`src/hw/rtl/xcpd_pkg.sv`:
```
// Package for the XOR-checked packet deframer.
// Holds frame layout constants, reset values and the sequencer state type.
// Used by the store, the controller and the top level.
package xcpd_pkg;

  localparam int unsigned DEF_STORE_DEPTH = 64;
  localparam logic [7:0]  START_RESET     = 8'hAA;
  localparam int unsigned FRAME_OVERHEAD  = 4;
  localparam int unsigned POS_TYPE        = 1;
  localparam int unsigned POS_LEN         = 2;
  localparam int unsigned POS_DATA        = 3;

  typedef enum logic [1:0] {
    ST_IDLE,
    ST_READ,
    ST_SHOW
  } state_t;

endpackage

```
`src/hw/rtl/xcpd_in_if.sv`:
```
// Input channel of the deframer: one received byte per transfer.
// Carries valid, ready and the byte; no dependencies.
interface xcpd_in_if;
  logic       valid;
  logic       ready;
  logic [7:0] rx_byte;

  modport source (output valid, output rx_byte, input ready);
  modport sink (input valid, input rx_byte, output ready);
endinterface

```
`src/hw/rtl/xcpd_out_if.sv`:
```
// Result channel of the deframer: one payload item per transfer.
// Carries valid, ready and the result fields; no dependencies.
interface xcpd_out_if;
  logic       valid;
  logic       ready;
  logic [7:0] pkt_type;
  logic [5:0] payload_length;
  logic [7:0] payload_byte;
  logic       byte_valid;
  logic       last;
  logic       checksum_ok;

  modport source (output valid, output pkt_type, output payload_length,
                  output payload_byte, output byte_valid, output last,
                  output checksum_ok, input ready);
  modport sink (input valid, input pkt_type, input payload_length,
                input payload_byte, input byte_valid, input last,
                input checksum_ok, output ready);
endinterface

```
`src/hw/rtl/xcpd_store.sv`:
```
// Packet store: single write port, single read port with registered data.
// Depends on xcpd_pkg for the default depth.
module xcpd_store
  import xcpd_pkg::*;
#(
  parameter int STORE_DEPTH = DEF_STORE_DEPTH,
  localparam int ADDR_W = $clog2(STORE_DEPTH)
) (
  input  logic              clk,
  input  logic              wr_en,
  input  logic [ADDR_W-1:0] wr_addr,
  input  logic [7:0]        wr_data,
  input  logic              rd_en,
  input  logic [ADDR_W-1:0] rd_addr,
  output logic [7:0]        rd_data
);

  logic [7:0] mem [STORE_DEPTH];
  logic [7:0] rd_data_r;

  always_ff @(posedge clk) begin
    if (wr_en) begin
      mem[wr_addr] <= wr_data;
    end
    if (rd_en) begin
      rd_data_r <= mem[rd_addr];
    end
  end

  assign rd_data = rd_data_r;

endmodule

```
`src/hw/rtl/xcpd_ctrl.sv`:
```
// Frame tracker and readout sequencer of the deframer.
// Depends on xcpd_pkg, xcpd_in_if and xcpd_out_if; drives the packet store.
module xcpd_ctrl
  import xcpd_pkg::*;
#(
  parameter int STORE_DEPTH = DEF_STORE_DEPTH,
  localparam int ADDR_W = $clog2(STORE_DEPTH),
  localparam int CNT_W = $clog2(STORE_DEPTH + 1)
) (
  input  logic              clk,
  input  logic              rst_n,
  xcpd_in_if.sink           in_ch,
  xcpd_out_if.source        out_ch,
  input  logic              cfg_we,
  input  logic [7:0]        cfg_data,
  output logic              wr_en,
  output logic [ADDR_W-1:0] wr_addr,
  output logic [7:0]        wr_data,
  output logic              rd_en,
  output logic [ADDR_W-1:0] rd_addr,
  input  logic [7:0]        rd_data
);

  localparam int CMP_W = 9;

  state_t            state_r, state_nxt;
  logic [CNT_W-1:0]  fill_r, fill_nxt;
  logic [7:0]        start_r;
  logic [7:0]        type_r, type_nxt;
  logic [7:0]        len_r, len_nxt;
  logic [7:0]        acc_r, acc_nxt;
  logic [ADDR_W-1:0] idx_r, idx_nxt;
  logic              ok_r, ok_nxt;
  logic              bv_r, bv_nxt;
  logic              last_r, last_nxt;
  logic [CNT_W-1:0]  pos;
  logic [CNT_W-1:0]  pos_inc;
  logic              complete;
  logic [7:0]        idx_inc;

  always_ff @(posedge clk) begin
    if (!rst_n) begin
      state_r <= ST_IDLE;
      fill_r  <= '0;
      start_r <= START_RESET;
    end else begin
      state_r <= state_nxt;
      fill_r  <= fill_nxt;
      if (cfg_we) begin
        start_r <= cfg_data;
      end
    end
  end

  always_ff @(posedge clk) begin
    type_r <= type_nxt;
    len_r  <= len_nxt;
    acc_r  <= acc_nxt;
    idx_r  <= idx_nxt;
    ok_r   <= ok_nxt;
    bv_r   <= bv_nxt;
    last_r <= last_nxt;
  end

  // A start byte always lands at position zero.
  assign pos      = (in_ch.rx_byte == start_r) ? '0 : fill_r;
  assign pos_inc  = pos + CNT_W'(1);
  assign complete = ({1'b0, len_r} + CMP_W'(FRAME_OVERHEAD)) == CMP_W'(pos_inc);
  assign idx_inc  = 8'(idx_r) + 8'd1;

  always_comb begin
    state_nxt = state_r;
    fill_nxt  = fill_r;
    type_nxt  = type_r;
    len_nxt   = len_r;
    acc_nxt   = acc_r;
    idx_nxt   = idx_r;
    ok_nxt    = ok_r;
    bv_nxt    = bv_r;
    last_nxt  = last_r;
    wr_en     = 1'b0;
    wr_addr   = pos[ADDR_W-1:0];
    wr_data   = in_ch.rx_byte;
    rd_en     = 1'b0;
    rd_addr   = ADDR_W'(POS_DATA) + idx_r;
    unique case (state_r)
      ST_IDLE: begin
        if (in_ch.valid && (pos < CNT_W'(STORE_DEPTH))) begin
          wr_en    = 1'b1;
          fill_nxt = pos_inc;
          if (pos == CNT_W'(POS_TYPE)) begin
            type_nxt = in_ch.rx_byte;
          end
          if (pos == CNT_W'(POS_LEN)) begin
            len_nxt = in_ch.rx_byte;
          end
          acc_nxt = (pos == '0) ? 8'd0 : (acc_r ^ in_ch.rx_byte);
          if (complete) begin
            // The byte that completes the frame is the checksum itself.
            ok_nxt  = (acc_r == in_ch.rx_byte);
            idx_nxt = '0;
            if (len_r == 8'd0) begin
              bv_nxt    = 1'b0;
              last_nxt  = 1'b1;
              state_nxt = ST_SHOW;
            end else begin
              bv_nxt    = 1'b1;
              state_nxt = ST_READ;
            end
          end
        end
      end
      ST_READ: begin
        rd_en     = 1'b1;
        last_nxt  = (idx_inc == len_r);
        state_nxt = ST_SHOW;
      end
      ST_SHOW: begin
        if (out_ch.ready) begin
          if (last_r) begin
            state_nxt = ST_IDLE;
          end else begin
            idx_nxt   = idx_r + ADDR_W'(1);
            state_nxt = ST_READ;
          end
        end
      end
      default: state_nxt = ST_IDLE;
    endcase
  end

  assign in_ch.ready           = (state_r == ST_IDLE);
  assign out_ch.valid          = (state_r == ST_SHOW);
  assign out_ch.pkt_type       = type_r;
  assign out_ch.payload_length = len_r[5:0];
  assign out_ch.payload_byte   = bv_r ? rd_data : 8'd0;
  assign out_ch.byte_valid     = bv_r;
  assign out_ch.last           = last_r;
  assign out_ch.checksum_ok    = ok_r;

endmodule

```
`src/hw/rtl/xor_checked_packet_deframer.sv`:
```
// Deframer for start-byte framed packets with an XOR checksum.
// Readout: the first result is shown in the cycle after the completing byte for
// an empty packet and after a store read (ST_READ) otherwise; each payload byte
// then passes through the store read and the output register and any output stall.
// Throughput: one input byte per cycle while no run is being read out.
// Reset clears the fill count, sets the start value to 0xAA; store is not cleared.
module xor_checked_packet_deframer
  import xcpd_pkg::*;
#(
  parameter int STORE_DEPTH = DEF_STORE_DEPTH
) (
  input  logic       clk,
  input  logic       rst_n,
  xcpd_in_if.sink    in_ch,
  xcpd_out_if.source out_ch,
  input  logic       cfg_we,
  input  logic [7:0] cfg_data
);

  localparam int ADDR_W = $clog2(STORE_DEPTH);

  logic              wr_en;
  logic [ADDR_W-1:0] wr_addr;
  logic [7:0]        wr_data;
  logic              rd_en;
  logic [ADDR_W-1:0] rd_addr;
  logic [7:0]        rd_data;

  xcpd_ctrl #(
    .STORE_DEPTH (STORE_DEPTH)
  ) u_ctrl (
    .clk      (clk),
    .rst_n    (rst_n),
    .in_ch    (in_ch),
    .out_ch   (out_ch),
    .cfg_we   (cfg_we),
    .cfg_data (cfg_data),
    .wr_en    (wr_en),
    .wr_addr  (wr_addr),
    .wr_data  (wr_data),
    .rd_en    (rd_en),
    .rd_addr  (rd_addr),
    .rd_data  (rd_data)
  );

  xcpd_store #(
    .STORE_DEPTH (STORE_DEPTH)
  ) u_store (
    .clk     (clk),
    .wr_en   (wr_en),
    .wr_addr (wr_addr),
    .wr_data (wr_data),
    .rd_en   (rd_en),
    .rd_addr (rd_addr),
    .rd_data (rd_data)
  );

endmodule

```
`src/flat_wrapper.sv`:
```
// flat-port wrapper written by rule: the top's interface ports become plain ports
module xor_checked_packet_deframer_flat import xcpd_pkg::*;
#(
  parameter int STORE_DEPTH = DEF_STORE_DEPTH
)
  (clk, rst_n, cfg_we, cfg_data, in_ch_valid, in_ch_rx_byte, in_ch_ready, out_ch_valid, out_ch_pkt_type, out_ch_payload_length, out_ch_payload_byte, out_ch_byte_valid, out_ch_last, out_ch_checksum_ok, out_ch_ready);
  xcpd_in_if in_ch_i ();
  xcpd_out_if out_ch_i ();
  input  logic clk;
  input  logic rst_n;
  input  logic cfg_we;
  input  logic [7:0] cfg_data;
  input wire logic [$bits(in_ch_i.valid)-1:0] in_ch_valid;
  input wire logic [$bits(in_ch_i.rx_byte)-1:0] in_ch_rx_byte;
  output wire logic [$bits(in_ch_i.ready)-1:0] in_ch_ready;
  output wire logic [$bits(out_ch_i.valid)-1:0] out_ch_valid;
  output wire logic [$bits(out_ch_i.pkt_type)-1:0] out_ch_pkt_type;
  output wire logic [$bits(out_ch_i.payload_length)-1:0] out_ch_payload_length;
  output wire logic [$bits(out_ch_i.payload_byte)-1:0] out_ch_payload_byte;
  output wire logic [$bits(out_ch_i.byte_valid)-1:0] out_ch_byte_valid;
  output wire logic [$bits(out_ch_i.last)-1:0] out_ch_last;
  output wire logic [$bits(out_ch_i.checksum_ok)-1:0] out_ch_checksum_ok;
  input wire logic [$bits(out_ch_i.ready)-1:0] out_ch_ready;
  assign in_ch_i.valid = in_ch_valid;
  assign in_ch_i.rx_byte = in_ch_rx_byte;
  assign in_ch_ready = in_ch_i.ready;
  assign out_ch_valid = out_ch_i.valid;
  assign out_ch_pkt_type = out_ch_i.pkt_type;
  assign out_ch_payload_length = out_ch_i.payload_length;
  assign out_ch_payload_byte = out_ch_i.payload_byte;
  assign out_ch_byte_valid = out_ch_i.byte_valid;
  assign out_ch_last = out_ch_i.last;
  assign out_ch_checksum_ok = out_ch_i.checksum_ok;
  assign out_ch_i.ready = out_ch_ready;
  xor_checked_packet_deframer #(.STORE_DEPTH(STORE_DEPTH)) u_core (.clk(clk), .rst_n(rst_n), .in_ch(in_ch_i), .out_ch(out_ch_i), .cfg_we(cfg_we), .cfg_data(cfg_data));
endmodule
```
`config.mk`:
```
export PLATFORM = sky130hd
export DESIGN_NAME = xor_checked_packet_deframer_flat
export DESIGN_NICKNAME = d
export VERILOG_FILES = /design/src/hw/rtl/xcpd_pkg.sv /design/src/hw/rtl/xcpd_in_if.sv /design/src/hw/rtl/xcpd_out_if.sv /design/src/hw/rtl/xcpd_store.sv /design/src/hw/rtl/xcpd_ctrl.sv /design/src/hw/rtl/xor_checked_packet_deframer.sv /design/src/flat_wrapper.sv
export SDC_FILE = /design/constraint.sdc
export NUM_CORES = 1
export LEC_CHECK = 0
export BUFFER_PORTS_ARGS = -buffer_cell sky130_fd_sc_hd__buf_4
export CAP_MARGIN = 10
export CORE_ASPECT_RATIO = 1.25
export CORE_MARGIN = 5
export CORE_UTILIZATION = 55
export CTS_CLUSTER_DIAMETER = 50
export CTS_CLUSTER_SIZE = 24
export DETAILED_ROUTE_END_ITERATION = 8
export PLACE_DENSITY = 0.8
export SYNTH_ARGS = -nofsm -noshare
export SYNTH_HDL_FRONTEND = slang
export SYNTH_SLANG_ARGS = --single-unit
```
`constraint.sdc`:
```
create_clock -name clk -period 7.8 [get_ports clk]
set_input_delay 0.78 -clock clk [delete_from_list [all_inputs] [get_ports clk]]
set_output_delay 0.78 -clock clk [all_outputs]
set_load 0.02 [all_outputs]
```
**Yosys cells after proc, flatten, opt, wreduce, memory -nomap -nowiden**

Memory sizes are Yosys's and may differ from the RTL's. A register that Yosys moved wholly into a read port is not among the register bits.
Cells that the tools add are included.
W data, S select, Z words.

- Bits in latches: 0
- Logic and storage cells: 67
- Output and inout bits: 27
- Memory bits (read-only): 0
- Bits in registers: 50
- Bits in writable memories: 512
- Memories: 1
- Input port bits: 21

Memory list:

| name | words | width | rd ports | clocked after Yosys merged registers in | wr ports | RTL line | source |
|---|---|---|---|---|---|---|---|
| u_core.u_store.mem | 64 | 8 | 1 | 1 | 1 | xcpd_store.sv:18 | `logic [7:0] mem [STORE_DEPTH];` |

- Multiplexer cells: 23
- Equal/unequal tests: 13
- Div/mod/pow operators: 0
- $add $sub $neg: 5
- Multiply operators: 0
- Shifts and indexed selects: 0
- Bitwise gates (word level): 1
- Reductions and logical operators: 13
- Order comparisons: 1

Operators with widths:

| kind | count |
|---|---|
| $mux W6 | 4 |
| $eq A8 B8 Y1 | 2 |
| $pmux W6 S2 | 1 |
| $reduce_and A3 Y1 | 4 |
| $mux W1 | 10 |
| $add A8 B3 Y9 const B | 1 |
| $eq A9 B7 Y1 | 1 |
| $eq A7 B8 Y1 | 1 |
| $logic_not A8 Y1 | 1 |
| $mux W2 | 4 |
| $mux W8 | 1 |
| $ne A2 B1 Y1 const B | 4 |
| $xor A8 B8 Y8 | 1 |
| $add A6 B1 Y7 const B | 1 |
| $add A7 B1 Y7 const B | 1 |
| $eq A7 B1 Y1 const B | 1 |
| $eq A7 B2 Y1 const B | 1 |
| $logic_not A7 Y1 | 1 |
| $lt A7 B7 Y1 const B | 1 |
| $mux W7 | 1 |
| $add A2 B6 Y6 const A | 1 |
| $add A6 B1 Y6 const B | 1 |
| $pmux W2 S3 | 1 |
| $reduce_and A5 Y1 | 1 |
| other kinds (9) | 10 |

**Depth between registers and ports, before layout**

- Word-level depth: 8
- Gate-level depth with buffers: 15
- Mapped depth without buffers: 13

**Modules after synthesis**

A second synthesis with hierarchy kept.

- Cells, all modules: 1222
- Area, all modules: 23107.2 µm²

By module, submodules not included:

| module | times used | cells an instance | seq. area each (µm²) | area an instance (µm²) |
|---|---|---|---|---|
| xcpd_store | 1 | 940 | 15615.0 | 20246.9 |
| xcpd_ctrl | 1 | 282 | 1331.3 | 2860.2 |

**Worst setup path after synthesis**

Ideal clock, no wire load.

- Path type: input to register
- Start: in in_ch_rx_byte[2]
- End: reg u_core.u_ctrl.last_r (netlist: u_core.u_ctrl.out_ch.last), enable pin
- Data required time: 7502 ps
- Path buffers: 2
- Library setup time: 298 ps
- Stages: 14
- Path slack: 3760 ps
- Data arrival time: 3741 ps
- Cells stage by stage: xnor2_1 nand4_1 or2_1 clkbuf_1 and2_1 ha_1 clkbuf_1 and4_1 nor4_2 or4b_1 a211oi_2 nor3_1 or4_4 a21oi_2

- Word-level cells in the longest chain between the ends: 6
- Elaborated cells on any way between the ends: 9
- Those cells by class: 1 x add/sub; 1 x order compare; 4 x eq/ne; 1 x mux; 2 x reduce/logical

Ends and longest elaborated chain:

| element | RTL line | source |
|---|---|---|
| from (decl) | flat_wrapper.sv:14 | `input wire logic [$bits(in_ch_i.rx_byte)-1:0] in_ch_rx_byte;` |
| $eq A8 B8 Y1 (*) | xcpd_ctrl.sv:66 | `assign pos = (in_ch.rx_byte == start_r) ? '0 : fill_r;` |
| $mux W7 (*) | xcpd_ctrl.sv:66 |  |
| $add A7 B1 Y7 / $lt A7 B7 Y1 (equally long branches) | xcpd_ctrl.sv:67, xcpd_ctrl.sv:88 |  |
| $eq A9 B7 Y1 / $logic_and A1 B1 Y1 (equally long branches) | xcpd_ctrl.sv:68, xcpd_ctrl.sv:88 |  |
| $ne A2 B1 Y1 (no source line) | -- |  |
| $reduce_and A4 Y1 (no source line) (*) | -- |  |
| to (signal assigned) | xcpd_ctrl.sv:62 | `last_r <= last_nxt;` |
| to (decl) | xcpd_ctrl.sv:35 | `logic last_r, last_nxt;` |

Mark *: on every way between the ends. The rest lies on a longest branch, timed or not.
A chain may end at the register's enable or synchronous reset.

**Final worst setup path**

- Start: in in_ch_rx_byte[6]
- End: reg u_core.u_ctrl.idx_r[0], enable pin

- Word-level cells in the longest chain between the ends: 6
- Elaborated cells on any way between the ends: 9
- Those cells by class: 1 x add/sub; 1 x order compare; 4 x eq/ne; 1 x mux; 2 x reduce/logical

Ends and longest elaborated chain:

| element | RTL line | source |
|---|---|---|
| $eq A8 B8 Y1 (*) | xcpd_ctrl.sv:66 |  |
| $mux W7 (*) | xcpd_ctrl.sv:66 |  |
| $add A7 B1 Y7 / $lt A7 B7 Y1 (equally long branches) | xcpd_ctrl.sv:67, xcpd_ctrl.sv:88 |  |
| $eq A9 B7 Y1 / $logic_and A1 B1 Y1 (equally long branches) | xcpd_ctrl.sv:68, xcpd_ctrl.sv:88 |  |
| $ne A2 B1 Y1 (no source line) | -- |  |
| $reduce_and A5 Y1 (no source line) (*) | -- |  |
| to (signal assigned) | xcpd_ctrl.sv:59 | `idx_r <= idx_nxt;` |
| to (decl) | xcpd_ctrl.sv:32 | `logic [ADDR_W-1:0] idx_r, idx_nxt;` |

Marked as above.

==> flow_metrics.env <==
export IMPL_status="finished clean"
export IMPL_synth_top_family_by_area="multiplexers"
export IMPL_synthXorXnorAreaFrac_pct=1.65
export IMPL_post_route_min_period_ps=4370
export IMPL_seqCellArea_um2=16900
export IMPL_drive_above_1_share_pct=26.9
export IMPL_synth_mux_area_share_pct=17.0
export IMPL_start_kind="input port"
export IMPL_fin_crit_sh_pct=56.0
export IMPL_cts_setup_buffers=0
export IMPL_maxCapViolCount=0
export IMPL_ys_seq_elements=570
export IMPL_finalWeightedCongestion=0.830
export IMPL_whs_endpoint="u_core.u_ctrl.start_r[1]$_SDFFE_PN1P_"
export IMPL_grt_pass1_vias=11400
export IMPL_die_y_um=238
export IMPL_worstSetupPathType="in2reg"
export IMPL_r2r_end="u_core.u_store.rd_data[3]$_DFFE_PN_"
export IMPL_synthSimpleGateAreaFrac_pct=4.38
export IMPL_tritoncts_num_buffers=34
export IMPL_setup_slack_ps=3430
export IMPL_totalWireLength_mm=49.4
export IMPL_antenna_left=0
export IMPL_cts_tree="done"
export IMPL_hold_slack_ps=471
export IMPL_cp_max_fo=68
export IMPL_grt_max_degree=69
export IMPL_portBuffers=47
export IMPL_hp_start="cfg_data[1]"
export IMPL_die_area_um2=45800
export IMPL_synth_compound_area_share_pct=1.05
export IMPL_cts_buffer_depth=3
export IMPL_tightest_slew_ps=1230
export IMPL_area_growth_pct=9.59
export IMPL_drc=0
export IMPL_slew_viol_final=0
export IMPL_cp_arrival_ps=4600
export IMPL_layout_nets=1182
export IMPL_fin_util_pct=60.9
export IMPL_ios=48
export IMPL_wl_per_cell_um=28.6
export IMPL_fin_tns_setup_ps=0
export IMPL_r2r_slack_ps=3710
export IMPL_cts_repair_resized=0
export IMPL_die_x_um=192
export IMPL_cts_sinks=570
export IMPL_h_tree_depth=2
export IMPL_vias=11100
export IMPL_hold_buffers=0
export IMPL_finClkSkew_ps=19.7
export IMPL_synth_ff_type="edfxtp_1"
export IMPL_clk_pin_slew_worst_paths_ps=80
export IMPL_max_vdd_ir_drop_mv=0.188
export IMPL_coreArea_um2=41100
export IMPL_r2r_start="u_core.u_ctrl.idx_r[0]$_SDFFCE_PN0P_"
export IMPL_netlist_area_um2=22900
export IMPL_drt_iter0_drc=1361
export IMPL_async_reset_ff_share_pct=0
export IMPL_rows=83
export IMPL_clk_latency_ps=550
export IMPL_ys_types=54
export IMPL_antenna_found_initial=1
export IMPL_fill_cells=2791
export IMPL_post_place_ws_ps=2920
export IMPL_avgSynthCellArea_um2=20.7
export IMPL_yosysWarnings=0
export IMPL_setup_viol=0
export IMPL_multi_input_area_um2=5670
export IMPL_place_hpwl_mm=30.6
export IMPL_reg2reg_depth=5
export IMPL_cp_end_kind="flop"
export IMPL_cts_root_buf="clkbuf_16"
export IMPL_min_delay_path_depth=3
export IMPL_dr_pass1_iters=6
export IMPL_slew_headroom_pct=17.8
export IMPL_grt_pass1_wl_mm=74.5
export IMPL_synth_cells=1106
export IMPL_synth_adder_area_share_pct=0.438
export IMPL_grtUsageTotal_pct=22.2
export IMPL_viasPerCell=6.41
export IMPL_min_path_type="in2reg"
export IMPL_max_freq_ghz=0.229
export IMPL_grt_overflow=0
export IMPL_p_per_area_nw_per_um2=219
export IMPL_synth_nets=1135
export IMPL_final_hold_viol_count=0
export IMPL_rsz0062_at_grt="false"
export IMPL_num_antenna_cells=0
export IMPL_ys_seq_area_share_pct=74.1
export IMPL_required_ps=8030
export IMPL_start_util_pct=55.6
export IMPL_leakagePower_uw=0.00776
export IMPL_synth_edff_count=553
==> registers in the layout, indices dropped and copies added (netlist names), 2 cells and up <==
name                           flops
u_core.u_ctrl.acc_r                8
u_core.u_ctrl.fill_r               7
u_core.u_ctrl.idx_r                6
u_core.u_ctrl.len_r                8
u_core.u_ctrl.out_ch.pkt_type      8
u_core.u_ctrl.start_r              8
u_core.u_ctrl.state_r              2
u_core.u_store.mem               512
u_core.u_store.rd_data             8
==> power breakdown <==
part	switching, uW	internal (uW)	total [uW]
clock	994	991	1980
combinational	91.7	37.3	129
sequential	11.7	3370	3380
==> cell type report <==
type	instances	area share [%]
Inverter	9	0.135
Timing Repair Buffer	74	2.21
Clock buffer	40	3.74
Sequential cell	570	67.6
Clock inverter	19	0.919
Multi-Input combinational cell	464	22.6
Tap cell	552	2.76
==> cells in the final DEF, fill, tap and decap left out, types with 3 or more instances in the layout <==
cell type	instances
clkinv_4	3
nand2_1	19
o21ai_0	9
xnor2_1	28
nor4_1	11
edfxtp_1	553
clkbuf_4	3
nand4_1	5
a21oi_1	4
a22oi_1	4
clkbuf_1	3
nand3_1	14
nor3_2	3
ha_1	7
dfxtp_1	17
inv_1	9
nor2b_1	11
clkbuf_16	37
and2_1	13
mux2i_1	10
nand2b_1	4
inv_8	3
bufinv_16	3
xor2_1	13
nor3_1	16
and3_1	5
buf_4	70
mux4_2	168
clkinvlp_4	5
nor2_1	84
==> per-layer routing <==
metal	wire length (um)	share of wire, %	GRT usage [%]
met5	7	0.014	0
met4	1760	3.6	7.57
met3	3840	7.8	4.36
met2	25800	52	37.5
met1	18000	36	29.4
==> worst max-delay path, stage by stage <==
cell and delay, ps:
buf_4 500, xnor2_1 200, nand4_1 130, or2_1 350, nand2_1 150, inv_1 80
ha_1 290, and4_1 250, nor4_2 260, or4b_1 480, a211oi_2 200, nor3_1 110
nor4b_2 390, a21o_1 310
==> kinds of logic after synthesis <==
group                    after synthesis
AND/OR/NAND/NOR                      201
AO/OA/AOI/OAI                         33
XOR/XNOR                              43
flip-flops                           570
adder cells (fa/ha/maj)                8
multiplexers                         179
buffers and inverters                 72
==> how the worst max path moves through the flow <==
stage                startpoint                                 endpoint  slack [ps]  cells past startpoint
2_1_floorplan  in_ch_rx_byte[2]  u_core.u_ctrl.out_ch.last$_SDFFCE_PP1P_        3760                     14
3_3_place_gp   in_ch_rx_byte[1]     u_core.u_ctrl.idx_r[0]$_SDFFCE_PN0P_        3140                     14
3_5_place_dp   in_ch_rx_byte[6]     u_core.u_ctrl.idx_r[3]$_SDFFCE_PN0P_        2920                     14
4_1_cts        in_ch_rx_byte[6]     u_core.u_ctrl.idx_r[0]$_SDFFCE_PN0P_        3470                     14
5_1_grt        in_ch_rx_byte[6]     u_core.u_ctrl.idx_r[0]$_SDFFCE_PN0P_        3170                     14
6_report       in_ch_rx_byte[6]     u_core.u_ctrl.idx_r[0]$_SDFFCE_PN0P_        3430                     14
==> Yosys cell counts (4+ instances only) <==
library cell / n / area (um2)
nand3_1: 14 / 70.1
nand4_1: 5 / 31.3
clkbuf_1: 39 / 146
nor4_1: 11 / 68.8
nand2b_1: 4 / 25.0
buf_4: 7 / 52.6
edfxtp_1: 553 / 16600
nor2_1: 84 / 315
xor2_1: 14 / 123
o21ai_0: 9 / 45.0
nand2_1: 19 / 71.3
buf_1: 10 / 37.5
a22oi_1: 4 / 30.0
nor3_1: 19 / 95.1
and3_1: 5 / 31.3
mux2i_1: 10 / 100
nor2b_1: 11 / 68.8
dfxtp_1: 17 / 340
and2_1: 13 / 81.3
inv_1: 9 / 33.8
mux4_2: 168 / 3780
a21oi_1: 4 / 20.0
buf_2: 7 / 35.0
xnor2_1: 29 / 254
ha_1: 8 / 100
==> per-stage QoR <==
step | cell area, um2 | instances | total power [uW]
detailed placement | 23900 | 1665 | 3580
global placement | 23900 | 1665 | 3570
finish | 25100 | 1728 | 5500
floorplan | 22900 | 1106 | 3500
global route | 25100 | 1728 | 5660
CTS | 25000 | 1724 | 5520
No activity file was read; power rests on OpenSTA's default activity.
